**config.mk**
```make
export PLATFORM = sky130hd
export DESIGN_NAME = char_lcd_nibble_sequencer_top
export DESIGN_NICKNAME = d
export VERILOG_FILES = /design/src/rtl/lcdns_pkg.sv /design/src/rtl/char_lcd_nibble_sequencer_top.sv
export VERILOG_INCLUDE_DIRS = /design/src /design/src/rtl
export SDC_FILE = /design/constraint.sdc
export NUM_CORES = 1
export LEC_CHECK = 0
export BUFFER_PORTS_ARGS = -buffer_cell sky130_fd_sc_hd__buf_2
export CORE_ASPECT_RATIO = 0.5
export CORE_MARGIN = 3
export CORE_UTILIZATION = 29
export CTS_CLUSTER_SIZE = 10
export DETAILED_ROUTE_END_ITERATION = 12
export GPL_TIMING_DRIVEN = 0
export HOLD_SLACK_MARGIN = 0.15
export REMOVE_ABC_BUFFERS = 1
export SETUP_SLACK_MARGIN = 0.15
export SLEW_MARGIN = 20
export SYNTH_ARGS = -nofsm -noshare
export SYNTH_HDL_FRONTEND = slang
export SYNTH_SLANG_ARGS = --single-unit
export TNS_END_PERCENT = 50
```
**constraint.sdc**
```tcl
create_clock -name clk -period 3.86 [get_ports clk]
set_input_delay 0.386 -clock clk [delete_from_list [all_inputs] [get_ports clk]]
set_output_delay 0.386 -clock clk [all_outputs]
set_load 0.03 [all_outputs]
```
**src/rtl/char_lcd_nibble_sequencer_top_defines.svh**
```systemverilog
// ----------------------------------------------------------------------------
// LCD sequencer assertion macros
// Shared concurrent assertion forms; clk and arst_n come from the using scope.
// ----------------------------------------------------------------------------
`ifndef CHAR_LCD_NIBBLE_SEQUENCER_TOP_DEFINES_SVH
`define CHAR_LCD_NIBBLE_SEQUENCER_TOP_DEFINES_SVH

// same-cycle implication
`define LCDNS_ASSERT_NOW(label, ante, cons, msg) \
	label: assert property (@(posedge clk) disable iff (!arst_n) (ante) |-> (cons)) \
		else $error(msg);

// next-cycle implication
`define LCDNS_ASSERT_NEXT(label, ante, cons, msg) \
	label: assert property (@(posedge clk) disable iff (!arst_n) (ante) |=> (cons)) \
		else $error(msg);

`endif

```
**src/rtl/lcdns_pkg.sv**
```systemverilog
// ----------------------------------------------------------------------------
// LCD nibble sequencer package
// Request and pin-state types, action and register codes, init command table.
// ----------------------------------------------------------------------------
`default_nettype none

package lcdns_pkg;

	typedef struct packed {
		logic [1:0] action;
		logic       is_data;
		logic [7:0] code;
		logic [5:0] column;
		logic       row;
	} cmd_t;

	typedef struct packed {
		logic        rs_level;
		logic        enable_level;
		logic [3:0]  bus_nibble;
		logic [15:0] hold_us;
		logic        last;
	} pin_t;

	typedef struct packed {
		logic [7:0]  code;
		logic [12:0] extra_us;
	} init_entry_t;

	localparam logic [1:0] ACT_INIT   = 2'd0;
	localparam logic [1:0] ACT_WRITE  = 2'd1;
	localparam logic [1:0] ACT_CURSOR = 2'd2;

	localparam logic [1:0] REG_PULSE_WIDTH = 2'd0;
	localparam logic [1:0] REG_NIBBLE_GAP  = 2'd1;
	localparam logic [1:0] REG_EXEC_TIME   = 2'd2;

	localparam logic [7:0]  PULSE_WIDTH_RST = 8'd2;
	localparam logic [7:0]  NIBBLE_GAP_RST  = 8'd2;
	localparam logic [11:0] EXEC_TIME_RST   = 12'd50;

	localparam logic [15:0] POWER_ON_HOLD_US = 16'd50000;
	localparam logic        CMD_SET_ADDR     = 1'b1;   // bit 7 of set-address

	localparam logic [3:0] INIT_IDX_FIRST  = 4'd0;
	localparam logic [3:0] INIT_IDX_NIBBLE = 4'd4;     // first 4-bit command
	localparam logic [3:0] INIT_IDX_LAST   = 4'd8;

	function automatic init_entry_t init_entry(input logic [3:0] idx);
		init_entry_t e;
		case (idx)
			4'd0: e = '{code: 8'h30, extra_us: 13'd5000};
			4'd1: e = '{code: 8'h30, extra_us: 13'd1000};
			4'd2: e = '{code: 8'h30, extra_us: 13'd1000};
			4'd3: e = '{code: 8'h20, extra_us: 13'd1000};
			4'd4: e = '{code: 8'h28, extra_us: 13'd0};
			4'd5: e = '{code: 8'h08, extra_us: 13'd0};
			4'd6: e = '{code: 8'h01, extra_us: 13'd2000};
			4'd7: e = '{code: 8'h06, extra_us: 13'd0};
			4'd8: e = '{code: 8'h0C, extra_us: 13'd0};
			default: e = '{code: 8'h00, extra_us: 13'd0};
		endcase
		return e;
	endfunction

endpackage

`default_nettype wire

```
**src/rtl/char_lcd_nibble_sequencer_top.sv**
```systemverilog
// ----------------------------------------------------------------------------
// Character LCD 4-bit nibble sequencer
// Expands init, write and cursor requests into timed RS/E/D7..D4 pin states.
// ----------------------------------------------------------------------------
//  channel  | dir | handshake          | payload
//  cmd      | in  | cmd_valid/stall    | cmd_t   (action, is_data, code, column, row)
//  pin      | out | pin_valid/stall    | pin_t   (rs, enable, nibble, hold_us, last)
//  cfg      | in  | cfg_write          | cfg_index, cfg_data
//
//  A request is taken in the idle state, then one pin state per unstalled cycle:
//  write/cursor 3 states (single-nibble) or 6 (nibble mode), init 43.
//  Rate is set by the step sequencer driving one shared hold adder.
//  cmd_stall is high from acceptance until the last pin state is registered.
//  pin stall freezes the sequencer; reset restores register defaults and
//  single-nibble mode.
// ----------------------------------------------------------------------------
`default_nettype none

`include "char_lcd_nibble_sequencer_top_defines.svh"

module char_lcd_nibble_sequencer_top
	import lcdns_pkg::*;
(
	input  wire logic        clk,
	input  wire logic        arst_n,
	input  wire logic        cmd_valid,
	output logic             cmd_stall,
	input  wire cmd_t        cmd,
	output logic             pin_valid,
	input  wire logic        pin_stall,
	output pin_t             pin,
	input  wire logic        cfg_write,
	input  wire logic [1:0]  cfg_index,
	input  wire logic [11:0] cfg_data
);

	typedef enum logic [2:0] {
		S_IDLE  = 3'b001,
		S_POWER = 3'b010,
		S_BYTE  = 3'b100
	} state_t;

	localparam logic [2:0] STEP_HI_SETUP = 3'd0;
	localparam logic [2:0] STEP_HI_PULSE = 3'd1;
	localparam logic [2:0] STEP_HI_GAP   = 3'd2;
	localparam logic [2:0] STEP_LO_SETUP = 3'd3;
	localparam logic [2:0] STEP_FIN_HIGH = 3'd4;
	localparam logic [2:0] STEP_FIN_LOW  = 3'd5;

	state_t      state_q;
	logic [2:0]  step_q;
	logic [3:0]  idx_q;
	logic        init_q;
	logic        nib_mode_q;
	logic [7:0]  byte_q;
	logic        rs_q;
	logic [12:0] extra_q;
	logic [7:0]  pulse_q;
	logic [7:0]  gap_q;
	logic [11:0] exec_q;
	logic        out_valid_q;
	pin_t        out_q;

	logic        cmd_acc;
	logic        emit;
	logic        last_c;
	logic [3:0]  nxt_idx_c;
	init_entry_t ent_c;
	logic [3:0]  fin_nib_c;
	logic [15:0] sum_c;
	pin_t        pin_c;

	assign cmd_stall = (state_q != S_IDLE);
	assign cmd_acc   = cmd_valid && !cmd_stall;
	assign emit      = (state_q != S_IDLE) && (!out_valid_q || !pin_stall);
	assign pin_valid = out_valid_q;
	assign pin       = out_q;

	assign nxt_idx_c = (state_q == S_POWER) ? INIT_IDX_FIRST : idx_q + 4'd1;
	assign ent_c     = init_entry(nxt_idx_c);
	assign last_c    = (step_q == STEP_FIN_LOW) && (!init_q || idx_q == INIT_IDX_LAST);
	assign fin_nib_c = nib_mode_q ? byte_q[3:0] : byte_q[7:4];
	assign sum_c     = {4'd0, exec_q} + {3'd0, extra_q};

	always_comb begin
		pin_c.rs_level     = rs_q;
		pin_c.enable_level = 1'b0;
		pin_c.bus_nibble   = byte_q[7:4];
		pin_c.hold_us      = 16'd0;
		pin_c.last         = 1'b0;
		if (state_q == S_POWER) begin
			pin_c.rs_level   = 1'b0;
			pin_c.bus_nibble = 4'd0;
			pin_c.hold_us    = POWER_ON_HOLD_US;
		end else begin
			case (step_q)
				STEP_HI_SETUP: pin_c.hold_us = 16'd0;
				STEP_HI_PULSE: begin
					pin_c.enable_level = 1'b1;
					pin_c.hold_us      = {8'd0, pulse_q};
				end
				STEP_HI_GAP: pin_c.hold_us = {8'd0, gap_q};
				STEP_LO_SETUP: pin_c.bus_nibble = byte_q[3:0];
				STEP_FIN_HIGH: begin
					pin_c.enable_level = 1'b1;
					pin_c.bus_nibble   = fin_nib_c;
					pin_c.hold_us      = {8'd0, pulse_q};
				end
				STEP_FIN_LOW: begin
					pin_c.bus_nibble = fin_nib_c;
					pin_c.hold_us    = sum_c;
					pin_c.last       = last_c;
				end
				default: pin_c.hold_us = 16'd0;
			endcase
		end
	end

	always_ff @(posedge clk or negedge arst_n) begin
		if (!arst_n) begin
			pulse_q <= PULSE_WIDTH_RST;
			gap_q   <= NIBBLE_GAP_RST;
			exec_q  <= EXEC_TIME_RST;
		end else if (cfg_write) begin
			case (cfg_index)
				REG_PULSE_WIDTH: pulse_q <= cfg_data[7:0];
				REG_NIBBLE_GAP:  gap_q   <= cfg_data[7:0];
				REG_EXEC_TIME:   exec_q  <= cfg_data;
				default: ;
			endcase
		end
	end

	always_ff @(posedge clk or negedge arst_n) begin
		if (!arst_n) begin
			state_q    <= S_IDLE;
			step_q     <= STEP_HI_SETUP;
			idx_q      <= INIT_IDX_FIRST;
			init_q     <= 1'b0;
			nib_mode_q <= 1'b0;
		end else begin
			case (state_q)
				S_IDLE: begin
					if (cmd_acc) begin
						step_q <= STEP_HI_SETUP;
						case (cmd.action)
							ACT_INIT: begin
								state_q <= S_POWER;
								init_q  <= 1'b1;
							end
							ACT_WRITE:  state_q <= S_BYTE;
							ACT_CURSOR: state_q <= S_BYTE;
							default: ;
						endcase
					end
				end
				S_POWER: begin
					if (emit) begin
						state_q    <= S_BYTE;
						idx_q      <= nxt_idx_c;
						nib_mode_q <= 1'b0;
						step_q     <= STEP_HI_SETUP;
					end
				end
				S_BYTE: begin
					if (emit) begin
						case (step_q)
							STEP_HI_SETUP:
								step_q <= nib_mode_q ? STEP_HI_PULSE : STEP_FIN_HIGH;
							STEP_FIN_LOW: begin
								step_q <= STEP_HI_SETUP;
								if (last_c) begin
									state_q <= S_IDLE;
									init_q  <= 1'b0;
								end else begin
									idx_q      <= nxt_idx_c;
									nib_mode_q <= (nxt_idx_c >= INIT_IDX_NIBBLE);
								end
							end
							default: step_q <= step_q + 3'd1;
						endcase
					end
				end
				default: state_q <= S_IDLE;
			endcase
		end
	end

	// byte, RS and extra wait of the transfer in flight
	always_ff @(posedge clk) begin
		if (cmd_acc) begin
			rs_q    <= (cmd.action == ACT_WRITE) ? cmd.is_data : 1'b0;
			extra_q <= 13'd0;
			byte_q  <= (cmd.action == ACT_CURSOR) ? {CMD_SET_ADDR, cmd.row, cmd.column}
				: cmd.code;
		end else if (emit && (state_q == S_POWER ||
				(state_q == S_BYTE && step_q == STEP_FIN_LOW && !last_c))) begin
			rs_q    <= 1'b0;
			byte_q  <= ent_c.code;
			extra_q <= ent_c.extra_us;
		end
	end

	always_ff @(posedge clk or negedge arst_n) begin
		if (!arst_n) begin
			out_valid_q <= 1'b0;
		end else if (emit) begin
			out_valid_q <= 1'b1;
		end else if (!pin_stall) begin
			out_valid_q <= 1'b0;
		end
	end

	always_ff @(posedge clk) begin
		if (emit) begin
			out_q <= pin_c;
		end
	end

	`LCDNS_ASSERT_NEXT(a_init_power, cmd_acc && cmd.action == ACT_INIT, state_q == S_POWER, "init request did not start power-on state")
	`LCDNS_ASSERT_NEXT(a_last_idle, state_q == S_BYTE && emit && last_c, state_q == S_IDLE && pin_valid && pin.last, "last pin state did not end the run")
	`LCDNS_ASSERT_NOW(a_single_steps, state_q == S_BYTE && !nib_mode_q, step_q == STEP_HI_SETUP || step_q == STEP_FIN_HIGH || step_q == STEP_FIN_LOW, "low-nibble step in single-nibble mode")
	`LCDNS_ASSERT_NOW(a_init_mode, state_q == S_BYTE && init_q, nib_mode_q == (idx_q >= INIT_IDX_NIBBLE), "nibble mode out of step with init sequence")

endmodule

`default_nettype wire
```
==> results.py <==
metrics = {
    "status": {
        "status": "completed",
    },
    "timing": {
        "fin_crit_ps": 2750,
        "worstMarginPinSlew_ps": 910,
        "clock_skew_ps": 6.69,
        "tns_ps": 0,
        "finalSetupViolCount": 0,
        "slew_viol_final": 0,
        "finalCritPeriodShare": 0.712,
        "rsz0062_at_grt": "no",
        "slew_headroom": 0.393,
        "max_freq_mhz": 364,
        "hold_violations": 0,
    },
    "worst_setup_path": {
        "crit_path_max_incr_delay_ps": 650,
        "cp_cell_sequence": "inv_1, ha_1, and2_1, nand4b_1, o21ai_2, or2_2",
        "crit_type": "flop to flop",
        "worstPathRequired_ps": 3890,
        "start_kind": "flop",
        "cp_max_fo": 18,
        "critical_path.top_delay_family": "simple AND/OR/NAND/NOR gates",
        "worst-path-buf-inv": 1,
        "cp_slowest_cell": "o21ai_2",
        "end_kind": "flop",
        "cp.arrival_ps": 2780,
    },
    "clock_tree": {
        "path_clk_slew_ps": 60,
        "clock_latency_ps": 340,
        "cts_tree": "built",
        "cts.path.max_buffers": 2,
        "cts_resized": 0,
        "root_buffer": "clkbuf_16",
        "cts_hold_buf": 0,
        "cts_max_level": 3,
        "cts_setup_buffers": 0,
        "clock_sinks": 78,
        "cts_buffers": 9,
    },
    "global_routing": {
        "grt_overflow": 0,
        "grt_pass1_wl_mm": 14.6,
        "grt_antenna_before_repair": 0,
        "grt_pass1_vias": 2803,
        "grt_max_degree": 42,
        "track_usage": 0.118,
    },
    "yosys": {
        "synth_flop_cell": "dfrtp_1",
        "netlist_area_mm2": 0.00413,
        "yosys-top-cells-area": "edfxtp_1 (23%), dfrtp_1 (21%), mux2_2 (8.7%)",
        "yosysMostFrequentCell": "dfrtp_1",
        "synth-seq-cells": 78,
        "ys.warnings.count": 0,
        "yosys.area.top_type": "edfxtp_1",
        "yosys.area_share.simple": 0.117,
        "synthArstFlopShare": 0.526,
        "synth_top_cells_by_count": "dfrtp_1 (35), nor2_1 (33), mux2_2 (32)",
        "yosysSeqAreaShare": 0.504,
        "synth-edff-count": 31,
        "synth_top_family_by_area": "compound AO/OA/AOI/OAI gates",
        "synth_top_area_share": 0.225,
        "synthDistinctLibCells": 60,
        "synth_xor_area_frac": 0.0233,
        "synth_compound_area_frac": 0.129,
        "synth.avg_cell_area_um2": 11.3,
        "synthAdderAreaFrac": 0.0624,
        "yosys-mux-area-fraction": 0.126,
        "syn_inst": 365,
    },
    "power": {
        "ir_worst_vdd_uv": 208,
        "finalPower_uw": 3560,
        "p_leak_uw": 0.00203,
        "power_density_mw_per_mm2": 725,
    },
    "die": {
        "start_util": 0.301,
        "die_h_um": 90.4,
        "num_io_pins": 62,
        "die_area_mm2": 0.0158,
        "placementRows": 30,
        "dieWidth_um": 175,
        "core_mm2": 0.0137,
    },
    "drt": {
        "drt_iter0_markers": 173,
        "drt-total-wl_mm": 9.03,
        "via_count": 2936,
        "drt.antenna.violating_nets": 0,
        "vias_per_cell": 4.75,
        "wl_per_cell_um": 14.6,
        "firstDrtPassIters": 4,
        "drcViolationCount": 0,
    },
    "job": {
        "max_cap_violations": 0,
    },
    "finish": {
        "num_antenna_cells": 0,
        "layout-drive-gt1-share": 0.298,
        "stdcell_area_mm2": 0.00490,
        "nets": 478,
        "syn2layout_area_growth_pct": 18.7,
    },
    "placement": {
        "post_dp_cell_area_mm2": 0.00459,
        "io_buffers": 61,
        "globalplace.congestion": 0.777,
        "place_hpwl_mm": 6.43,
    },
    "min_path": {
        "min_path_type": "primary input to asynchronous set/reset pin",
    },
}
## routing by layer
| layer | up-vias | global-route usage | wire length (µm) |
|---|---|---|---|
| met4 | 0 | 0.0338 | 98 |
| met3 | 7 | 0.0491 | 526 |
| met2 | 57 | 0.179 | 3990 |
| met5 | - | 0 | 0 |
| li1 | 1450 | - | - |
| met1 | 1422 | 0.155 | 4420 |
## worst reg2reg max path: cells and delay by family, from the launching register on
family          cells  cell delay [ps]
simple gates        3             1030
fa+ha+maj           1              230
compound gates      1              650
flops               1              420
buf+inv             1              110
## layout by cell type, fill, tap and decap left out, types with 2 or more instances in the layout
cell       Yosys  layout
edfxtp_1      31      31
a22oi_1        5       5
clkinv_4       0       2
o21a_1         4       4
inv_6          0       3
nor3_1         7       7
ha_1          19      19
mux2i_1       16      16
o31ai_1        3       3
dfrtp_1       35      35
buf_2          4      61
mux2_2        32      32
dfxtp_1        6       6
a222oi_1       6       6
nor2b_1        5       5
xnor2_1        6       6
and3_1         3       3
nand3_1        6       6
nand3b_1       3       3
inv_1         16      16
o21ai_1        2       2
a21oi_1       11      11
and2_1         5       5
nor2_1        33      32
o22ai_1        2       2
dfstp_2        6       6
nand2_1       26      26
o21ai_0       22      22
a21o_1         3       3
nor3b_2        2       2
a31oi_1        2       2
xor2_1         5       5
clkbuf_16      0      10
or3b_1         2       2
## path summary, 6_finish.rpt
| check | start | end | slack (ps) | depth (start not counted) |
|---|---|---|---|---|
| min in group clk | cfg_data[11] | exec_q[11]$_DFFE_PN0P_ | 270 | 2 |
| worst min register to register | extra_q[6]$_SDFFE_PP0P_ | extra_q[6]$_SDFFE_PP0P_ | 500 | 2 |
| worst max-delay path | step_q[1]$_DFFE_PN0P_ | rs_q$_SDFFCE_PN0P_ | 1110 | 6 |
| worst max register to register | step_q[1]$_DFFE_PN0P_ | rs_q$_SDFFCE_PN0P_ | 1110 | 6 |
| max in group asynchronous | arst_n | exec_q[11]$_DFFE_PN0P_ | 3110 | 1 |
| worst min-delay path | arst_n | state_q[2]$_DFFE_PN0P_ | 170 | 1 |
## sequential cells by signal, summed over array words and instances (netlist names)
| signal | cells |
|---|---|
| state_q | 3 |
| extra_q | 6 |
| nib_mode_q | 1 |
| step_q | 3 |
| gap_q | 8 |
| pin | 22 |
| init_q | 1 |
| exec_q | 12 |
| rs_q | 1 |
| idx_q | 4 |
| pin_valid | 1 |
| byte_q | 8 |
| pulse_q | 8 |
## where the power goes
part / leakage [µW] / switching, µW / internal, µW / total (µW)
registers: 0.000832 / 170 / 1180 / 1350
logic: 0.00105 / 848 / 498 / 1350
clock network: 0.000152 / 373 / 489 / 862
## cell families after synthesis
family | count (synthesis)
buf+inv | 33
fa+ha+maj | 20
xor+xnor | 11
flops | 78
simple gates | 98
mux | 48
compound gates | 77
## layout make-up
cell class | instances | area (µm²)
clock buffer | 10 | 250
fill | 1392 | 8830
sequential | 78 | 2080
clock inverter | 6 | 60.1
inverter | 17 | 66.3
timing repair buffer | 61 | 305
tap | 192 | 240
multi-input combinational | 254 | 1900
## metrics by stage
stage / hold slack (ps) / setup WS [ps] / utilization / cells
after floorplan: 90.4 / 1620 / - / 349
after global placement: 467 / 1150 / 0.334 / 602
after detailed placement: 472 / 1090 / 0.334 / 602
after CTS: 211 / 1080 / 0.357 / 618
after global routing: 257 / 857 / 0.357 / 618
final: 174 / 1110 / 0.357 / 618
Note: power is estimated with default switching activity, not from simulation.
